## config.mk

```make
export PLATFORM = sky130hd
export DESIGN_NAME = mpdv_ctrl
export DESIGN_NICKNAME = d
export VERILOG_FILES = /design/src/sv/mpdv_pkg.sv /design/src/sv/mpdv_ctrl.sv
export SDC_FILE = /design/constraint.sdc
export NUM_CORES = 1
export LEC_CHECK = 0
export BUFFER_PORTS_ARGS = -buffer_cell sky130_fd_sc_hd__buf_2
export CORE_UTILIZATION = 30
export DETAILED_ROUTE_END_ITERATION = 8
export PLACE_DENSITY_LB_ADDON = 0.2
export SLEW_MARGIN = 10
export SYNTH_ARGS = -nofsm -noshare
export SYNTH_HDL_FRONTEND = slang
export SYNTH_SLANG_ARGS = --single-unit
```

## constraint.sdc

```tcl
create_clock -name clk -period 5.3 [get_ports clk]
set_clock_uncertainty 0.1 [all_clocks]
set_input_delay 1.06 -clock clk [delete_from_list [all_inputs] [get_ports clk]]
set_output_delay 1.06 -clock clk [all_outputs]
set_load 0.05 [all_outputs]
```

## src/sv/mpdv_pkg.sv

```systemverilog
// ----------------------------------------------------------------------------
// mpdv_pkg
// Shared types, constants and the arithmetic micro-program of the matched
// point difference vector unit.
// ----------------------------------------------------------------------------
package mpdv_pkg;

	// table geometry
	localparam int TABLE_DEPTH = 256;
	localparam int ADDR_W      = (TABLE_DEPTH > 1) ? $clog2(TABLE_DEPTH) : 1;
	localparam int CNT_W       = $clog2(TABLE_DEPTH + 1);

	// request modes
	localparam logic [1:0] MODE_LOAD  = 2'd0;
	localparam logic [1:0] MODE_EVAL  = 2'd1;
	localparam logic [1:0] MODE_CLEAR = 2'd2;

	// configuration register index
	localparam logic REG_SCALE = 1'b0;
	localparam logic [31:0] SCALE_RESET = 32'h0001_0000;

	// accumulator width: holds the largest exact sum of products, signed
	localparam int ACC_W = 97;

	// micro-program length
	localparam int NSTEPS = 24;
	localparam int STEP_W = $clog2(NSTEPS);

	// micro-op kinds
	localparam logic [3:0] K_NOP      = 4'd0;
	localparam logic [3:0] K_MAG      = 4'd1;
	localparam logic [3:0] K_S2       = 4'd2;
	localparam logic [3:0] K_OM2      = 4'd3;
	localparam logic [3:0] K_INIT_ROW = 4'd4;
	localparam logic [3:0] K_INIT_COL = 4'd5;
	localparam logic [3:0] K_MAC      = 4'd6;
	localparam logic [3:0] K_FIN_ROW  = 4'd7;
	localparam logic [3:0] K_FIN_COL  = 4'd8;
	localparam logic [3:0] K_FIN_VR   = 4'd9;
	localparam logic [3:0] K_FIN_VC   = 4'd10;
	localparam logic [3:0] K_FIN_COV  = 4'd11;

	// multiplier operand a selects
	localparam logic [2:0] A_S     = 3'd0;
	localparam logic [2:0] A_OMS   = 3'd1;
	localparam logic [2:0] A_DR    = 3'd2;
	localparam logic [2:0] A_DC    = 3'd3;
	localparam logic [2:0] A_S2LO  = 3'd4;
	localparam logic [2:0] A_S2HI  = 3'd5;
	localparam logic [2:0] A_OM2LO = 3'd6;
	localparam logic [2:0] A_OM2HI = 3'd7;

	// multiplier operand b selects
	localparam logic [2:0] B_S   = 3'd0;
	localparam logic [2:0] B_OMS = 3'd1;
	localparam logic [2:0] B_MVR = 3'd2;
	localparam logic [2:0] B_VR  = 3'd3;
	localparam logic [2:0] B_MVC = 3'd4;
	localparam logic [2:0] B_VC  = 3'd5;
	localparam logic [2:0] B_MCV = 3'd6;
	localparam logic [2:0] B_CV  = 3'd7;

	typedef struct packed {
		logic [3:0] kind;
		logic [2:0] a_sel;
		logic [2:0] b_sel;
		logic       sh32;
	} uop_t;

	// one stored or presented point
	typedef struct packed {
		logic [26:0] num;
		logic [31:0] row;
		logic [31:0] col;
		logic [30:0] var_row;
		logic [30:0] var_col;
		logic [31:0] cov;
	} entry_t;

	// controller to datapath
	typedef struct packed {
		logic              load_ref;
		logic              capture_hit;
		logic [STEP_W-1:0] step;
		logic              phase;
		logic              out_load;
	} cmd_t;

	// datapath to controller
	typedef struct packed {
		logic match;
	} status_t;

	// controller to table
	typedef struct packed {
		logic              wr_en;
		logic [ADDR_W-1:0] wr_addr;
		logic [ADDR_W-1:0] rd_addr;
	} tbl_cmd_t;

	// arithmetic micro-program
	function automatic uop_t uop_at(input logic [STEP_W-1:0] step);
		uop_t u;
		u = '{kind: K_NOP, a_sel: A_S, b_sel: B_S, sh32: 1'b0};
		unique case (step)
			5'd0:  u = '{K_MAG,      A_S,     B_S,   1'b0};
			5'd1:  u = '{K_S2,       A_S,     B_S,   1'b0};
			5'd2:  u = '{K_OM2,      A_OMS,   B_OMS, 1'b0};
			5'd3:  u = '{K_INIT_ROW, A_S,     B_S,   1'b0};
			5'd4:  u = '{K_MAC,      A_DR,    B_S,   1'b0};
			5'd5:  u = '{K_FIN_ROW,  A_S,     B_S,   1'b0};
			5'd6:  u = '{K_INIT_COL, A_S,     B_S,   1'b0};
			5'd7:  u = '{K_MAC,      A_DC,    B_S,   1'b0};
			5'd8:  u = '{K_FIN_COL,  A_S,     B_S,   1'b0};
			5'd9:  u = '{K_MAC,      A_S2LO,  B_MVR, 1'b0};
			5'd10: u = '{K_MAC,      A_S2HI,  B_MVR, 1'b1};
			5'd11: u = '{K_MAC,      A_OM2LO, B_VR,  1'b0};
			5'd12: u = '{K_MAC,      A_OM2HI, B_VR,  1'b1};
			5'd13: u = '{K_FIN_VR,   A_S,     B_S,   1'b0};
			5'd14: u = '{K_MAC,      A_S2LO,  B_MVC, 1'b0};
			5'd15: u = '{K_MAC,      A_S2HI,  B_MVC, 1'b1};
			5'd16: u = '{K_MAC,      A_OM2LO, B_VC,  1'b0};
			5'd17: u = '{K_MAC,      A_OM2HI, B_VC,  1'b1};
			5'd18: u = '{K_FIN_VC,   A_S,     B_S,   1'b0};
			5'd19: u = '{K_MAC,      A_S2LO,  B_MCV, 1'b0};
			5'd20: u = '{K_MAC,      A_S2HI,  B_MCV, 1'b1};
			5'd21: u = '{K_MAC,      A_OM2LO, B_CV,  1'b0};
			5'd22: u = '{K_MAC,      A_OM2HI, B_CV,  1'b1};
			5'd23: u = '{K_FIN_COV,  A_S,     B_S,   1'b0};
			default: u = '{K_NOP,    A_S,     B_S,   1'b0};
		endcase
		return u;
	endfunction

endpackage

```

## src/sv/mpdv_ctrl.sv

```systemverilog
// ----------------------------------------------------------------------------
// mpdv_ctrl
// Controller: request decode, fill count, table search and micro-program
// sequencing, result handoff.
// ----------------------------------------------------------------------------
module mpdv_ctrl (
	input  logic               clk,
	input  logic               arst_n,
	input  logic               s_tvalid,
	output logic               s_tready,
	input  logic [1:0]         mode,
	output logic               m_tvalid,
	input  logic               m_tready,
	input  mpdv_pkg::status_t  status,
	output mpdv_pkg::cmd_t     cmd,
	output mpdv_pkg::tbl_cmd_t tbl_cmd
);

	localparam logic [1:0] ST_IDLE   = 2'd0;
	localparam logic [1:0] ST_SEARCH = 2'd1;
	localparam logic [1:0] ST_MATH   = 2'd2;
	localparam logic [1:0] ST_POST   = 2'd3;
	localparam logic [mpdv_pkg::CNT_W-1:0] DEPTH = mpdv_pkg::CNT_W'(mpdv_pkg::TABLE_DEPTH);
	localparam logic [mpdv_pkg::STEP_W-1:0] LAST_STEP =
		mpdv_pkg::STEP_W'(mpdv_pkg::NSTEPS - 1);

	logic [1:0]                    state_q;
	logic [mpdv_pkg::CNT_W-1:0]    count_q, idx_q;
	logic                          pend_q;
	logic [mpdv_pkg::STEP_W-1:0]   step_q;
	logic                          phase_q;
	logic                          out_valid_q;
	logic                          s_acc, hit, out_load;

	assign s_tready = (state_q == ST_IDLE);
	assign s_acc    = s_tvalid && s_tready;
	assign hit      = (state_q == ST_SEARCH) && pend_q && status.match;
	assign out_load = (state_q == ST_POST) && (!out_valid_q || m_tready);
	assign m_tvalid = out_valid_q;

	// command outputs
	assign cmd.load_ref    = s_acc && (mode == mpdv_pkg::MODE_EVAL);
	assign cmd.capture_hit = hit;
	assign cmd.step        = step_q;
	assign cmd.phase       = phase_q;
	assign cmd.out_load    = out_load;

	assign tbl_cmd.wr_en   = s_acc && (mode == mpdv_pkg::MODE_LOAD) && (count_q < DEPTH);
	assign tbl_cmd.wr_addr = count_q[mpdv_pkg::ADDR_W-1:0];
	assign tbl_cmd.rd_addr = idx_q[mpdv_pkg::ADDR_W-1:0];

	// state machine
	always_ff @(posedge clk or negedge arst_n) begin
		if (!arst_n) begin
			state_q <= ST_IDLE;
			count_q <= '0;
			idx_q   <= '0;
			pend_q  <= 1'b0;
			step_q  <= '0;
			phase_q <= 1'b0;
		end else begin
			unique case (state_q)
				ST_IDLE: begin
					if (s_acc) begin
						unique case (mode)
							mpdv_pkg::MODE_LOAD: begin
								if (count_q < DEPTH) begin
									count_q <= count_q + 1'b1;
								end
							end
							mpdv_pkg::MODE_EVAL: begin
								idx_q   <= '0;
								pend_q  <= 1'b0;
								state_q <= ST_SEARCH;
							end
							mpdv_pkg::MODE_CLEAR: count_q <= '0;
							default: ;
						endcase
					end
				end
				// one read issued per cycle, compare in the cycle after it
				ST_SEARCH: begin
					if (hit) begin
						pend_q  <= 1'b0;
						step_q  <= '0;
						phase_q <= 1'b0;
						state_q <= ST_MATH;
					end else if (idx_q < count_q) begin
						idx_q  <= idx_q + 1'b1;
						pend_q <= 1'b1;
					end else begin
						pend_q <= 1'b0;
						if (!pend_q) begin
							state_q <= ST_IDLE;
						end
					end
				end
				// each micro-op has a multiply phase, then an accumulate phase
				ST_MATH: begin
					phase_q <= !phase_q;
					if (phase_q) begin
						if (step_q == LAST_STEP) begin
							state_q <= ST_POST;
						end else begin
							step_q <= step_q + 1'b1;
						end
					end
				end
				ST_POST: begin
					if (out_load) begin
						state_q <= ST_IDLE;
					end
				end
				default: state_q <= ST_IDLE;
			endcase
		end
	end

	// output valid flag
	always_ff @(posedge clk or negedge arst_n) begin
		if (!arst_n) begin
			out_valid_q <= 1'b0;
		end else if (out_load) begin
			out_valid_q <= 1'b1;
		end else if (m_tready) begin
			out_valid_q <= 1'b0;
		end
	end

	a_count_bound: assert property (@(posedge clk) disable iff (!arst_n)
		count_q <= DEPTH) else $error("fill count beyond table depth");
	a_no_overwrite: assert property (@(posedge clk) disable iff (!arst_n)
		out_load |-> (!out_valid_q || m_tready)) else $error("pending result overwritten");
	a_hit_to_math: assert property (@(posedge clk) disable iff (!arst_n)
		hit |=> (state_q == ST_MATH) && (step_q == '0)) else $error("hit did not start math");
	a_search_bound: assert property (@(posedge clk) disable iff (!arst_n)
		(state_q == ST_SEARCH) |-> (idx_q <= count_q)) else $error("search past fill count");

endmodule

```

==> metrics.yaml <==
run_status:
  status: "complete, no violations"
clocking:
  clock-sinks: 28
  cts_made_buffers: 3
  cts_resized: 0
  clkLatencyLatePin_ns: 0.28
  root_buffer: "clkbuf_8"
  postCtsSetupRepairBufs: 0
  worst_setup_hold_path_clk_slew_ns: 0.10
  clockBufferDepth: 2
  cts_tree: "yes"
  cts-htree-levels: 1
  cts_hold_buf: 0
route:
  drt_iter0_drc: 63
  wire_per_inst_um: 13.82
  finalWirelength_um: 4186
  antenna_violating_nets_post_route: 0
  vias: 1521
  vias_per_cell: 5.020
  first_pass_iters: 6
  drc: 0
synth:
  yosysTopAreaCellShare: 0.3736
  ys_types: 44
  yosys.area.top_type: "dfrtp_1"
  seq_area_frac_synth: 0.3736
  yosys_warnings: 0
  syn_area_um2: 1876
  avgSynthCellArea_um2: 8.805
  synth_edf_count: 0
  yosys-top-cells-area: "dfrtp_1 37%, buf_4 7.6%, ha_1 7.3%"
  synth_nets: 231
  synth-main-ff-cell: "dfrtp_1"
  synthesis.instances: 213
  async_flop_share: 1.000
  synth-seq-cells: 28
power:
  power.total_uw: 971.4
  power_leakage_uw: 0.0009902
  peakVddDrop_mv: 0.2515
  powerDensity_nw_per_um2: 478.6
cells_and_area:
  mostFrequentLayoutCell: "buf_2"
  post-route-util: 0.3388
  final_cells: 303
  fillers: 624
  drive_above_1_share: 0.1974
  antennaDiodeCount: 0
  synthToLayoutAreaGrowth_pct: 8.206
  final_cell_mix: "34 x buf_2, 29 x nand2_1, 28 x dfrtp_1"
  nets: 247
placement:
  place_hpwl_um: 3063
  routabilityCongestion: 0.7687
  placed_cells: 299
  port_buffers: 34
critical_path:
  reg2reg_depth: 6
  r2r-start: "count_q[8]"
  cp.required_ns: 4.14
  critPathArrivalTime_ns: 2.22
  end_kind: "primary output"
  worstSetupPathType: "input port to primary output"
  critPathLaunchType: "input port"
  crit_fanout: 5
  rrSetupSlack_ns: 2.80
  r2r_end: "state_q[0]"
floorplanning:
  rows: 28
  initial_utilization: 0.3131
  die-area_um2: 6572
  fp.dieW_um: 81.07
  die_h_um: 81.07
  num_io_pins: 35
  coreArea_um2: 5991
min_path:
  worstHoldPathCells: 1
  hold_end: "idx_q[8]"
  hp-class: "flop to flop"
  holdCritStartpoint: "idx_q[8]"
sta:
  tns_ns: 0
  max_freq_ghz: 0.2956
  finalMaxSlewViolations: 0
  timing.final.crit_share: 0.6384
  slew_headroom: 0.3056
  period_needed_ns: 3.383
  setup_viol: 0
  hold_violations: 0
  max_slew.worst_pin.slew_ns: 1.042
  rsz0062_at_grt: "no"
run:
  max_cap_violations: 0
global_route:
  grt_max_degree: 29
  grt_pass1_wl_um: 7017
  grt_pass1_vias: 1427
  grt_use_total: 0.1387
  globalRouteOverflowTotal: 0
  grt_antenna_before_repair: 0
-- state kept, by name, summed over array words and instances, names as in the netlist, named ones only --
| register | cells |
|---|---|
| count_q | 9 |
| state_q | 1 |
| phase_q | 1 |
| idx_q | 9 |
| m_tvalid | 1 |
| step_q | 5 |
| pend_q | 1 |
-- critical path, cell delays in order --
cell      delay, ns
buf_2          0.13
nand3b_1       0.18
or3_1          0.42
inv_1          0.16
buf_2          0.28
-- how the worst max path moves through the flow --
stage          startpoint          end  slack, ns  cells past startpoint
5_1_grt           mode[0]  tbl_cmd[16]       1.83                      4
2_1_floorplan     mode[0]  tbl_cmd[16]       2.13                      2
3_5_place_dp      mode[1]       cmd[8]       1.91                      5
3_3_place_gp      mode[0]  tbl_cmd[16]       1.91                      4
4_1_cts           mode[1]       cmd[8]       1.91                      5
6_report          mode[1]       cmd[8]       1.92                      5
-- routing by layer --
layer | vias to the layer above | part of all wire | global-route usage
met2 | 35 | 0.45 | 0.2227
met4 | 0 | 0.0038 | 0.01607
met5 | - | 0 | 0
li1 | 763 | - | -
met3 | 2 | 0.051 | 0.03708
met1 | 721 | 0.50 | 0.1908
-- cell usage after synthesis (4+ instances only) --
library cell  instances
nand2_1              29
nor2b_1               4
nand2b_1              6
a21oi_1              10
o21ai_0               9
buf_4                19
nand4_1               6
ha_1                 11
or3_1                 6
nor2_1               12
inv_1                12
dfrtp_1              28
nand3_1              12
-- final cells by class --
cell class	instances	area (um2)	share of cell area
tap	75	93.84	0.04624
sequential	28	700.7	0.3453
timing repair buffer	34	170.2	0.08385
clock buffer	4	55.05	0.02713
multi-input combinational	149	960.9	0.4735
inverter	13	48.80	0.02404
-- kinds of logic after synthesis --
logic type | after synthesis | share of synthesized area
AND/OR/NAND/NOR | 95 | 0.2795
XOR/XNOR | 6 | 0.02802
multiplexers | 3 | 0.01601
adder cells (fa/ha/maj) | 11 | 0.07338
AO/OA/AOI/OAI | 34 | 0.1154
buffers and inverters | 36 | 0.1141
flip-flops | 28 | 0.3736
-- power breakdown --
| group | switching [uW] | total [uW] | internal [uW] |
|---|---|---|---|
| Sequential | 82.4 | 348 | 266 |
| Combinational | 353 | 485 | 131 |
| Clock | 71.8 | 139 | 66.7 |
-- through the flow --
step                setup slack [ns]  hold slack [ns]  instance area, um2
detailed placement             1.912           0.3865                1974
global route                   1.825           0.4552                2029
floorplan                      2.126           0.3524                1876
global placement               1.913           0.3766                1974
finish                         1.917           0.4031                2029
CTS                            1.912           0.4019                2029
Power figures use the tool's default switching activity.
