`src/sv/mpdv_pkg.sv`:
```
// ----------------------------------------------------------------------------
// mpdv_pkg
// Shared types, constants and the arithmetic micro-program of the matched
// point difference vector unit.
// ----------------------------------------------------------------------------
package mpdv_pkg;

	// table geometry
	localparam int TABLE_DEPTH = 256;
	localparam int ADDR_W      = (TABLE_DEPTH > 1) ? $clog2(TABLE_DEPTH) : 1;
	localparam int CNT_W       = $clog2(TABLE_DEPTH + 1);

	// request modes
	localparam logic [1:0] MODE_LOAD  = 2'd0;
	localparam logic [1:0] MODE_EVAL  = 2'd1;
	localparam logic [1:0] MODE_CLEAR = 2'd2;

	// configuration register index
	localparam logic REG_SCALE = 1'b0;
	localparam logic [31:0] SCALE_RESET = 32'h0001_0000;

	// accumulator width: holds the largest exact sum of products, signed
	localparam int ACC_W = 97;

	// micro-program length
	localparam int NSTEPS = 24;
	localparam int STEP_W = $clog2(NSTEPS);

	// micro-op kinds
	localparam logic [3:0] K_NOP      = 4'd0;
	localparam logic [3:0] K_MAG      = 4'd1;
	localparam logic [3:0] K_S2       = 4'd2;
	localparam logic [3:0] K_OM2      = 4'd3;
	localparam logic [3:0] K_INIT_ROW = 4'd4;
	localparam logic [3:0] K_INIT_COL = 4'd5;
	localparam logic [3:0] K_MAC      = 4'd6;
	localparam logic [3:0] K_FIN_ROW  = 4'd7;
	localparam logic [3:0] K_FIN_COL  = 4'd8;
	localparam logic [3:0] K_FIN_VR   = 4'd9;
	localparam logic [3:0] K_FIN_VC   = 4'd10;
	localparam logic [3:0] K_FIN_COV  = 4'd11;

	// multiplier operand a selects
	localparam logic [2:0] A_S     = 3'd0;
	localparam logic [2:0] A_OMS   = 3'd1;
	localparam logic [2:0] A_DR    = 3'd2;
	localparam logic [2:0] A_DC    = 3'd3;
	localparam logic [2:0] A_S2LO  = 3'd4;
	localparam logic [2:0] A_S2HI  = 3'd5;
	localparam logic [2:0] A_OM2LO = 3'd6;
	localparam logic [2:0] A_OM2HI = 3'd7;

	// multiplier operand b selects
	localparam logic [2:0] B_S   = 3'd0;
	localparam logic [2:0] B_OMS = 3'd1;
	localparam logic [2:0] B_MVR = 3'd2;
	localparam logic [2:0] B_VR  = 3'd3;
	localparam logic [2:0] B_MVC = 3'd4;
	localparam logic [2:0] B_VC  = 3'd5;
	localparam logic [2:0] B_MCV = 3'd6;
	localparam logic [2:0] B_CV  = 3'd7;

	typedef struct packed {
		logic [3:0] kind;
		logic [2:0] a_sel;
		logic [2:0] b_sel;
		logic       sh32;
	} uop_t;

	// one stored or presented point
	typedef struct packed {
		logic [26:0] num;
		logic [31:0] row;
		logic [31:0] col;
		logic [30:0] var_row;
		logic [30:0] var_col;
		logic [31:0] cov;
	} entry_t;

	// controller to datapath
	typedef struct packed {
		logic              load_ref;
		logic              capture_hit;
		logic [STEP_W-1:0] step;
		logic              phase;
		logic              out_load;
	} cmd_t;

	// datapath to controller
	typedef struct packed {
		logic match;
	} status_t;

	// controller to table
	typedef struct packed {
		logic              wr_en;
		logic [ADDR_W-1:0] wr_addr;
		logic [ADDR_W-1:0] rd_addr;
	} tbl_cmd_t;

	// arithmetic micro-program
	function automatic uop_t uop_at(input logic [STEP_W-1:0] step);
		uop_t u;
		u = '{kind: K_NOP, a_sel: A_S, b_sel: B_S, sh32: 1'b0};
		unique case (step)
			5'd0:  u = '{K_MAG,      A_S,     B_S,   1'b0};
			5'd1:  u = '{K_S2,       A_S,     B_S,   1'b0};
			5'd2:  u = '{K_OM2,      A_OMS,   B_OMS, 1'b0};
			5'd3:  u = '{K_INIT_ROW, A_S,     B_S,   1'b0};
			5'd4:  u = '{K_MAC,      A_DR,    B_S,   1'b0};
			5'd5:  u = '{K_FIN_ROW,  A_S,     B_S,   1'b0};
			5'd6:  u = '{K_INIT_COL, A_S,     B_S,   1'b0};
			5'd7:  u = '{K_MAC,      A_DC,    B_S,   1'b0};
			5'd8:  u = '{K_FIN_COL,  A_S,     B_S,   1'b0};
			5'd9:  u = '{K_MAC,      A_S2LO,  B_MVR, 1'b0};
			5'd10: u = '{K_MAC,      A_S2HI,  B_MVR, 1'b1};
			5'd11: u = '{K_MAC,      A_OM2LO, B_VR,  1'b0};
			5'd12: u = '{K_MAC,      A_OM2HI, B_VR,  1'b1};
			5'd13: u = '{K_FIN_VR,   A_S,     B_S,   1'b0};
			5'd14: u = '{K_MAC,      A_S2LO,  B_MVC, 1'b0};
			5'd15: u = '{K_MAC,      A_S2HI,  B_MVC, 1'b1};
			5'd16: u = '{K_MAC,      A_OM2LO, B_VC,  1'b0};
			5'd17: u = '{K_MAC,      A_OM2HI, B_VC,  1'b1};
			5'd18: u = '{K_FIN_VC,   A_S,     B_S,   1'b0};
			5'd19: u = '{K_MAC,      A_S2LO,  B_MCV, 1'b0};
			5'd20: u = '{K_MAC,      A_S2HI,  B_MCV, 1'b1};
			5'd21: u = '{K_MAC,      A_OM2LO, B_CV,  1'b0};
			5'd22: u = '{K_MAC,      A_OM2HI, B_CV,  1'b1};
			5'd23: u = '{K_FIN_COV,  A_S,     B_S,   1'b0};
			default: u = '{K_NOP,    A_S,     B_S,   1'b0};
		endcase
		return u;
	endfunction

endpackage

```
`src/sv/mpdv_datapath.sv`:
```
// ----------------------------------------------------------------------------
// mpdv_datapath
// Reference capture, key compare and the shared 32x32 multiply-accumulate
// unit that builds the difference vector over the micro-program.
// ----------------------------------------------------------------------------
module mpdv_datapath (
	input  logic              clk,
	input  mpdv_pkg::cmd_t    cmd,
	input  logic [31:0]       scale,
	input  mpdv_pkg::entry_t  in_pt,
	input  mpdv_pkg::entry_t  tbl_data,
	output mpdv_pkg::status_t status,
	output logic [29:0]       start_number,
	output logic [29:0]       end_number,
	output logic [31:0]       start_row,
	output logic [31:0]       start_col,
	output logic [30:0]       start_var_row,
	output logic [30:0]       start_var_col,
	output logic [31:0]       start_cov,
	output logic [31:0]       end_row,
	output logic [31:0]       end_col,
	output logic [30:0]       end_var_row,
	output logic [30:0]       end_var_col,
	output logic [31:0]       end_cov
);

	localparam int AW = mpdv_pkg::ACC_W;
	localparam logic signed [AW-1:0] S32_MAX = {{(AW-31){1'b0}}, {31{1'b1}}};
	localparam logic signed [AW-1:0] S32_MIN = {{(AW-31){1'b1}}, 31'b0};

	mpdv_pkg::entry_t ref_q;
	mpdv_pkg::entry_t meas_q;
	mpdv_pkg::uop_t   uop;

	logic [31:0] mag_s_q, mag_oms_q, mag_dr_q, mag_dc_q, mag_mcv_q, mag_cv_q;
	logic        neg_s_q, neg_oms_q, neg_dr_q, neg_dc_q, neg_mcv_q, neg_cv_q;
	logic [62:0] s2_q, om2_q;
	logic [63:0] prod_q;
	logic        sign_q, sh_q;
	logic signed [AW-1:0] acc_q;
	logic [31:0] res_row_q, res_col_q, res_cov_q;
	logic [30:0] res_vr_q, res_vc_q;

	logic [31:0] a_op, b_op;
	logic        a_neg, b_neg;
	logic signed [33:0] oms_w, dr_w, dc_w;
	logic [95:0] term_w;
	logic [AW-1:0] term_ext;
	logic [29:0] n10_w;

	// absolute value on a 34-bit signed value
	function automatic logic [33:0] mag34(input logic signed [33:0] x);
		return x[33] ? 34'(-x) : 34'(x);
	endfunction

	// signed 32-bit saturation of an already shifted value
	function automatic logic [31:0] sat_s32(input logic signed [AW-1:0] m);
		logic [31:0] r;
		r = m[31:0];
		if (m > S32_MAX) begin
			r = 32'h7fff_ffff;
		end else if (m < S32_MIN) begin
			r = 32'h8000_0000;
		end
		return r;
	endfunction

	// unsigned 31-bit saturation
	function automatic logic [30:0] sat_u31(input logic signed [AW-1:0] m);
		return (m > S32_MAX) ? 31'h7fff_ffff : m[30:0];
	endfunction

	assign uop = mpdv_pkg::uop_at(cmd.step);

	// key compare against the registered table read
	assign status.match = (tbl_data.num == ref_q.num);

	// reference and matched entry capture
	always_ff @(posedge clk) begin
		if (cmd.load_ref) begin
			ref_q <= in_pt;
		end
		if (cmd.capture_hit) begin
			meas_q <= tbl_data;
		end
	end

	// operand differences
	assign oms_w = 34'sd65536 - 34'(signed'(scale));
	assign dr_w  = 34'(signed'(meas_q.row)) - 34'(signed'(ref_q.row));
	assign dc_w  = 34'(signed'(meas_q.col)) - 34'(signed'(ref_q.col));

	// multiplier operand selection
	always_comb begin
		unique case (uop.a_sel)
			mpdv_pkg::A_S:     a_op = mag_s_q;
			mpdv_pkg::A_OMS:   a_op = mag_oms_q;
			mpdv_pkg::A_DR:    a_op = mag_dr_q;
			mpdv_pkg::A_DC:    a_op = mag_dc_q;
			mpdv_pkg::A_S2LO:  a_op = s2_q[31:0];
			mpdv_pkg::A_S2HI:  a_op = {1'b0, s2_q[62:32]};
			mpdv_pkg::A_OM2LO: a_op = om2_q[31:0];
			mpdv_pkg::A_OM2HI: a_op = {1'b0, om2_q[62:32]};
			default:           a_op = '0;
		endcase
		unique case (uop.a_sel)
			mpdv_pkg::A_S:   a_neg = neg_s_q;
			mpdv_pkg::A_OMS: a_neg = neg_oms_q;
			mpdv_pkg::A_DR:  a_neg = neg_dr_q;
			mpdv_pkg::A_DC:  a_neg = neg_dc_q;
			default:         a_neg = 1'b0;
		endcase
		unique case (uop.b_sel)
			mpdv_pkg::B_S:   b_op = mag_s_q;
			mpdv_pkg::B_OMS: b_op = mag_oms_q;
			mpdv_pkg::B_MVR: b_op = {1'b0, meas_q.var_row};
			mpdv_pkg::B_VR:  b_op = {1'b0, ref_q.var_row};
			mpdv_pkg::B_MVC: b_op = {1'b0, meas_q.var_col};
			mpdv_pkg::B_VC:  b_op = {1'b0, ref_q.var_col};
			mpdv_pkg::B_MCV: b_op = mag_mcv_q;
			mpdv_pkg::B_CV:  b_op = mag_cv_q;
			default:         b_op = '0;
		endcase
		unique case (uop.b_sel)
			mpdv_pkg::B_S:   b_neg = neg_s_q;
			mpdv_pkg::B_OMS: b_neg = neg_oms_q;
			mpdv_pkg::B_MCV: b_neg = neg_mcv_q;
			mpdv_pkg::B_CV:  b_neg = neg_cv_q;
			default:         b_neg = 1'b0;
		endcase
	end

	// shifted product for accumulation
	assign term_w   = sh_q ? {prod_q, 32'b0} : {32'b0, prod_q};
	assign term_ext = {{(AW-96){1'b0}}, term_w};

	// multiply phase
	always_ff @(posedge clk) begin
		if (!cmd.phase) begin
			prod_q <= a_op * b_op;
			sign_q <= a_neg ^ b_neg;
			sh_q   <= uop.sh32;
		end
	end

	// accumulate / writeback phase
	always_ff @(posedge clk) begin
		if (cmd.phase) begin
			unique case (uop.kind)
				mpdv_pkg::K_MAG: begin
					mag_s_q   <= 32'(mag34(34'(signed'(scale))));
					neg_s_q   <= scale[31];
					mag_oms_q <= 32'(mag34(oms_w));
					neg_oms_q <= oms_w[33];
					mag_dr_q  <= 32'(mag34(dr_w));
					neg_dr_q  <= dr_w[33];
					mag_dc_q  <= 32'(mag34(dc_w));
					neg_dc_q  <= dc_w[33];
					mag_mcv_q <= 32'(mag34(34'(signed'(meas_q.cov))));
					neg_mcv_q <= meas_q.cov[31];
					mag_cv_q  <= 32'(mag34(34'(signed'(ref_q.cov))));
					neg_cv_q  <= ref_q.cov[31];
				end
				mpdv_pkg::K_S2:  s2_q  <= prod_q[62:0];
				mpdv_pkg::K_OM2: om2_q <= prod_q[62:0];
				mpdv_pkg::K_INIT_ROW:
					acc_q <= {{(AW-48){ref_q.row[31]}}, ref_q.row, 16'd0};
				mpdv_pkg::K_INIT_COL:
					acc_q <= {{(AW-48){ref_q.col[31]}}, ref_q.col, 16'd0};
				mpdv_pkg::K_MAC:
					acc_q <= sign_q ? acc_q - signed'(term_ext) : acc_q + signed'(term_ext);
				mpdv_pkg::K_FIN_ROW: begin
					res_row_q <= sat_s32(acc_q >>> 16);
					acc_q     <= '0;
				end
				mpdv_pkg::K_FIN_COL: begin
					res_col_q <= sat_s32(acc_q >>> 16);
					acc_q     <= '0;
				end
				mpdv_pkg::K_FIN_VR: begin
					res_vr_q <= sat_u31(acc_q >>> 32);
					acc_q    <= '0;
				end
				mpdv_pkg::K_FIN_VC: begin
					res_vc_q <= sat_u31(acc_q >>> 32);
					acc_q    <= '0;
				end
				mpdv_pkg::K_FIN_COV: begin
					res_cov_q <= sat_s32(acc_q >>> 32);
					acc_q     <= '0;
				end
				default: ;
			endcase
		end
	end

	// point number times ten, wrapped to 30 bits
	assign n10_w = 30'({ref_q.num, 3'b0}) + 30'({ref_q.num, 1'b0});

	// output register
	always_ff @(posedge clk) begin
		if (cmd.out_load) begin
			start_number  <= n10_w;
			end_number    <= n10_w + 30'd1;
			start_row     <= ref_q.row;
			start_col     <= ref_q.col;
			start_var_row <= ref_q.var_row;
			start_var_col <= ref_q.var_col;
			start_cov     <= ref_q.cov;
			end_row       <= res_row_q;
			end_col       <= res_col_q;
			end_var_row   <= res_vr_q;
			end_var_col   <= res_vc_q;
			end_cov       <= res_cov_q;
		end
	end

endmodule

```
`config.mk`:
```
export PLATFORM = sky130hd
export DESIGN_NAME = mpdv_datapath
export DESIGN_NICKNAME = d
export VERILOG_FILES = /design/src/sv/mpdv_pkg.sv /design/src/sv/mpdv_datapath.sv
export SDC_FILE = /design/constraint.sdc
export NUM_CORES = 2
export LEC_CHECK = 0
export BUFFER_PORTS_ARGS = -buffer_cell sky130_fd_sc_hd__buf_2
export CAP_MARGIN = 30
export CELL_PAD_IN_SITES_DETAIL_PLACEMENT = 1
export CELL_PAD_IN_SITES_GLOBAL_PLACEMENT = 2
export CORE_MARGIN = 2
export CORE_UTILIZATION = 30
export CTS_BUF_LIST = sky130_fd_sc_hd__clkbuf_4
export CTS_CLUSTER_SIZE = 40
export DETAILED_ROUTE_END_ITERATION = 10
export GPL_TIMING_DRIVEN = 0
export MAX_ROUTING_LAYER = met4
export PLACE_DENSITY_LB_ADDON = 0.1
export SYNTH_ARGS = -nofsm -noshare
export SYNTH_HDL_FRONTEND = slang
export SYNTH_SLANG_ARGS = --single-unit
```
`constraint.sdc`:
```
create_clock -name clk -period 15.8 [get_ports clk]
set_clock_uncertainty 0.15 [all_clocks]
set_input_delay 1.58 -clock clk [delete_from_list [all_inputs] [get_ports clk]]
set_output_delay 1.58 -clock clk [all_outputs]
set_load 0.01 [all_outputs]
```
==> out/results.txt <==
DP Area - 110,100 µm²
postcts setup bufs - 0
Crit Path Category - input port to register
Area growth, synth to finish - 16.85%
DRC Markers - 0
Slew HR - 22.31%
die width - 576.3 µm
antenna violations before repair - 96
most common cell after layout, fill and taps aside - edfxtp_1
first-pass GRT wire length - 664,900 µm
status - finished, final reports clean
CP required - 16.65 ns
Post-DRT Antenna Nets - 0
CTS tree - done
Primary FF master, synth - edfxtp_1
area of the multi-input gates - 51,900 µm²
RSZ-0062 raised after global routing - false
number of distinct library cells after synthesis - 91
Slew @ Worst Pin - 1.165 ns
core area - 326,600 µm²
gr usage total - 29.26%
Reg-to-Reg End - prod_q[60]
Initial Utilization - 30.08%
final instance area - 114,800 µm²
Die Span Y - 576.3 µm
global route overflow - 0
number of flops mapped to enable cells by yosys - 1,332
worst path bufs/invs - 15
Synth Instances - 9,420
gpl congestion - 0.9645
final slew viol count - 0
minimum clock period - 15.10 ns
row count - 210
sequential fraction of the synthesis area - 40.71%
# IOs - 789
clock sinks - 1,332
synthesized area per cell - 10.43 µm²
root buf cell - clkbuf_4
clk_lat worst skew - 1.35 ns
number of port buffers - 769
DR WL/cell - 31.08 µm
vias in the first global route - 83,140
Via density - 5.183
final setup fails - 0
CTS buffer count - 373
yosys warns - 0
endpoint class of the critical path - register
R2R setup slack - 3.14 ns
CP max stage cell - a2111oi_0
f_max - 0.06623 GHz
critical path's most frequent cell - fa_1
CTS clock-pin slew for the worst setup and hold paths - 0.06 ns
H-tree levels - 5
Vias - 79,700
detailed placement HPWL - 395,100 µm
setup TNS - 0 ns
startpoint types - input port
Die ar. - 332,100 µm²
CP top delay family - compound AO/OA/AOI/OAI gates
Syn Std Cell Area - 98,250 µm²
Fillers - 37,060
FF+latch area - 40,000 µm²
Final nets - 12,490
fraction of final layout cells sized beyond drive strength 1 - 15.03%
Synth async-reset ratio - 0%
highest-count cells in the layout ignoring fill and taps - edfxtp_1 (1,332), inv_1 (1,222), nand2_1 (1,082)
R2R cell count - 35
Worst Hold Path Cells - 0
R2R Path Start - mag_cv_q[11]
register bit total from synthesis - 1,332
Final Cycle Share - 95.56%
Final Hold Fails - 0
Max-Cap Viols - 0
crit-path max FO - 10
largest net degree at the start of global routing - 113
Clock Tree Buf Depth - 4
DRT iter0 DRCs - 6,741
Tightest Hold Check Type - register to register
Post-Syn Nets - 11,200
DRT Pass-1 Iters - 6
Hold Path Sink - end_col[11]
Critical Path Max Stage Delay - 0.77 ns
CP arrival - 15.95 ns
Post-Route WL - 477,900 µm
Hold Crit Start - res_col_q[11]
## synth_stat cells, types with 60 or more instances
cell type | n | share of area (%)
mux2i_1 | 60 | 0.61
clkbuf_1 | 386 | 1.5
o31ai_1 | 64 | 0.49
nor2_1 | 952 | 3.6
nand3_1 | 176 | 0.90
nand2b_1 | 101 | 0.64
o21a_1 | 82 | 0.63
a21o_1 | 116 | 0.89
a21oi_1 | 429 | 2.2
xnor2_1 | 328 | 2.9
xor2_1 | 179 | 1.6
nand4_1 | 74 | 0.47
ha_1 | 465 | 5.9
nand2_1 | 1082 | 4.1
fa_1 | 900 | 18
nor3_1 | 106 | 0.54
inv_1 | 1223 | 4.7
edfxtp_1 | 1332 | 41
o21ai_0 | 385 | 2.0
## routing by layer
metal | track usage (%) | vias to the layer above | wire length, µm
li1 | - | 34690 | -
met1 | 40.23 | 41560 | 217900
met5 | - | - | 0
met4 | 7.512 | 0 | 13470
met3 | 4.865 | 575 | 31390
met2 | 44.70 | 2882 | 215200
## sequential cells by signal, indices dropped and copies added (netlist names), 63 cells and up
name,cells
prod_q,64
s2_q,63
ref_q,185
om2_q,63
acc_q,97
meas_q,158
## worst max path at each step
stage	from	endpoint	slack, ns	cells after the start
2_1_floorplan	cmd[2]	prod_q[63]	3.74	38
3_3_place_gp	cmd[4]	prod_q[58]	-2.49	39
3_5_place_dp	cmd[4]	prod_q[60]	-1.25	41
4_1_cts	cmd[4]	prod_q[60]	0.09	41
5_1_grt	cmd[4]	prod_q[58]	0.18	41
6_report	cmd[4]	prod_q[60]	0.70	41
## worst reg2reg max path: cells and delay by family (launching register included)
kind / cells / cell delay (ns)
xor gates and xnor gates: 1 / 0.11
DFF: 1 / 0.44
buffers and inverters: 9 / 1.11
AOI/OAI and AO/OA: 11 / 5.38
and+or+nand+nor: 5 / 1.00
adders and majority gates: 9 / 4.17
## repair_timing
action / in CTS / in global routing
setup endpoints to repair: 0 / 3
hold buffers: 0 / 0
resized for setup: 0 / 1
## logic make-up (layout without fill, tap and decap cells)
group / after synthesis / in the layout / synth area share, %
other: 2 / 60 / 0.007644
xor gates and xnor gates: 507 / 507 / 4.520
DFF: 1332 / 1332 / 40.71
buffers and inverters: 1705 / 3258 / 6.664
and+or+nand+nor: 2853 / 2853 / 12.82
AOI/OAI and AO/OA: 1589 / 1589 / 10.32
muxes: 67 / 67 / 0.6953
adders and majority gates: 1365 / 1365 / 24.26
## through the flow
stage	util (%)	std cells	hold slack, ns	setup slack, ns
after CTS	35.09	15310	0.05891	0.09448
after global routing	35.13	15350	0.1370	0.1783
after floorplan	-	9420	0.2503	3.743
after global placement	32.93	14540	0.2517	-2.491
after detailed placement	33.70	14680	0.2552	-1.252
final	35.15	15380	0.2392	0.7008
## cell type report
cell class	instances	area share [%]
buffer	480	1.706
timing repair buffer	919	5.423
multi-input combinational	6383	45.21
clock buffer	515	3.368
clock inverter	119	0.5863
tap	4346	4.736
antenna	58	0.1264
sequential	1332	34.84
inverter	1225	4.007
Power is not shown: default switching activity piles up to over one toggle a cycle in this logic, so the estimate is an artifact.
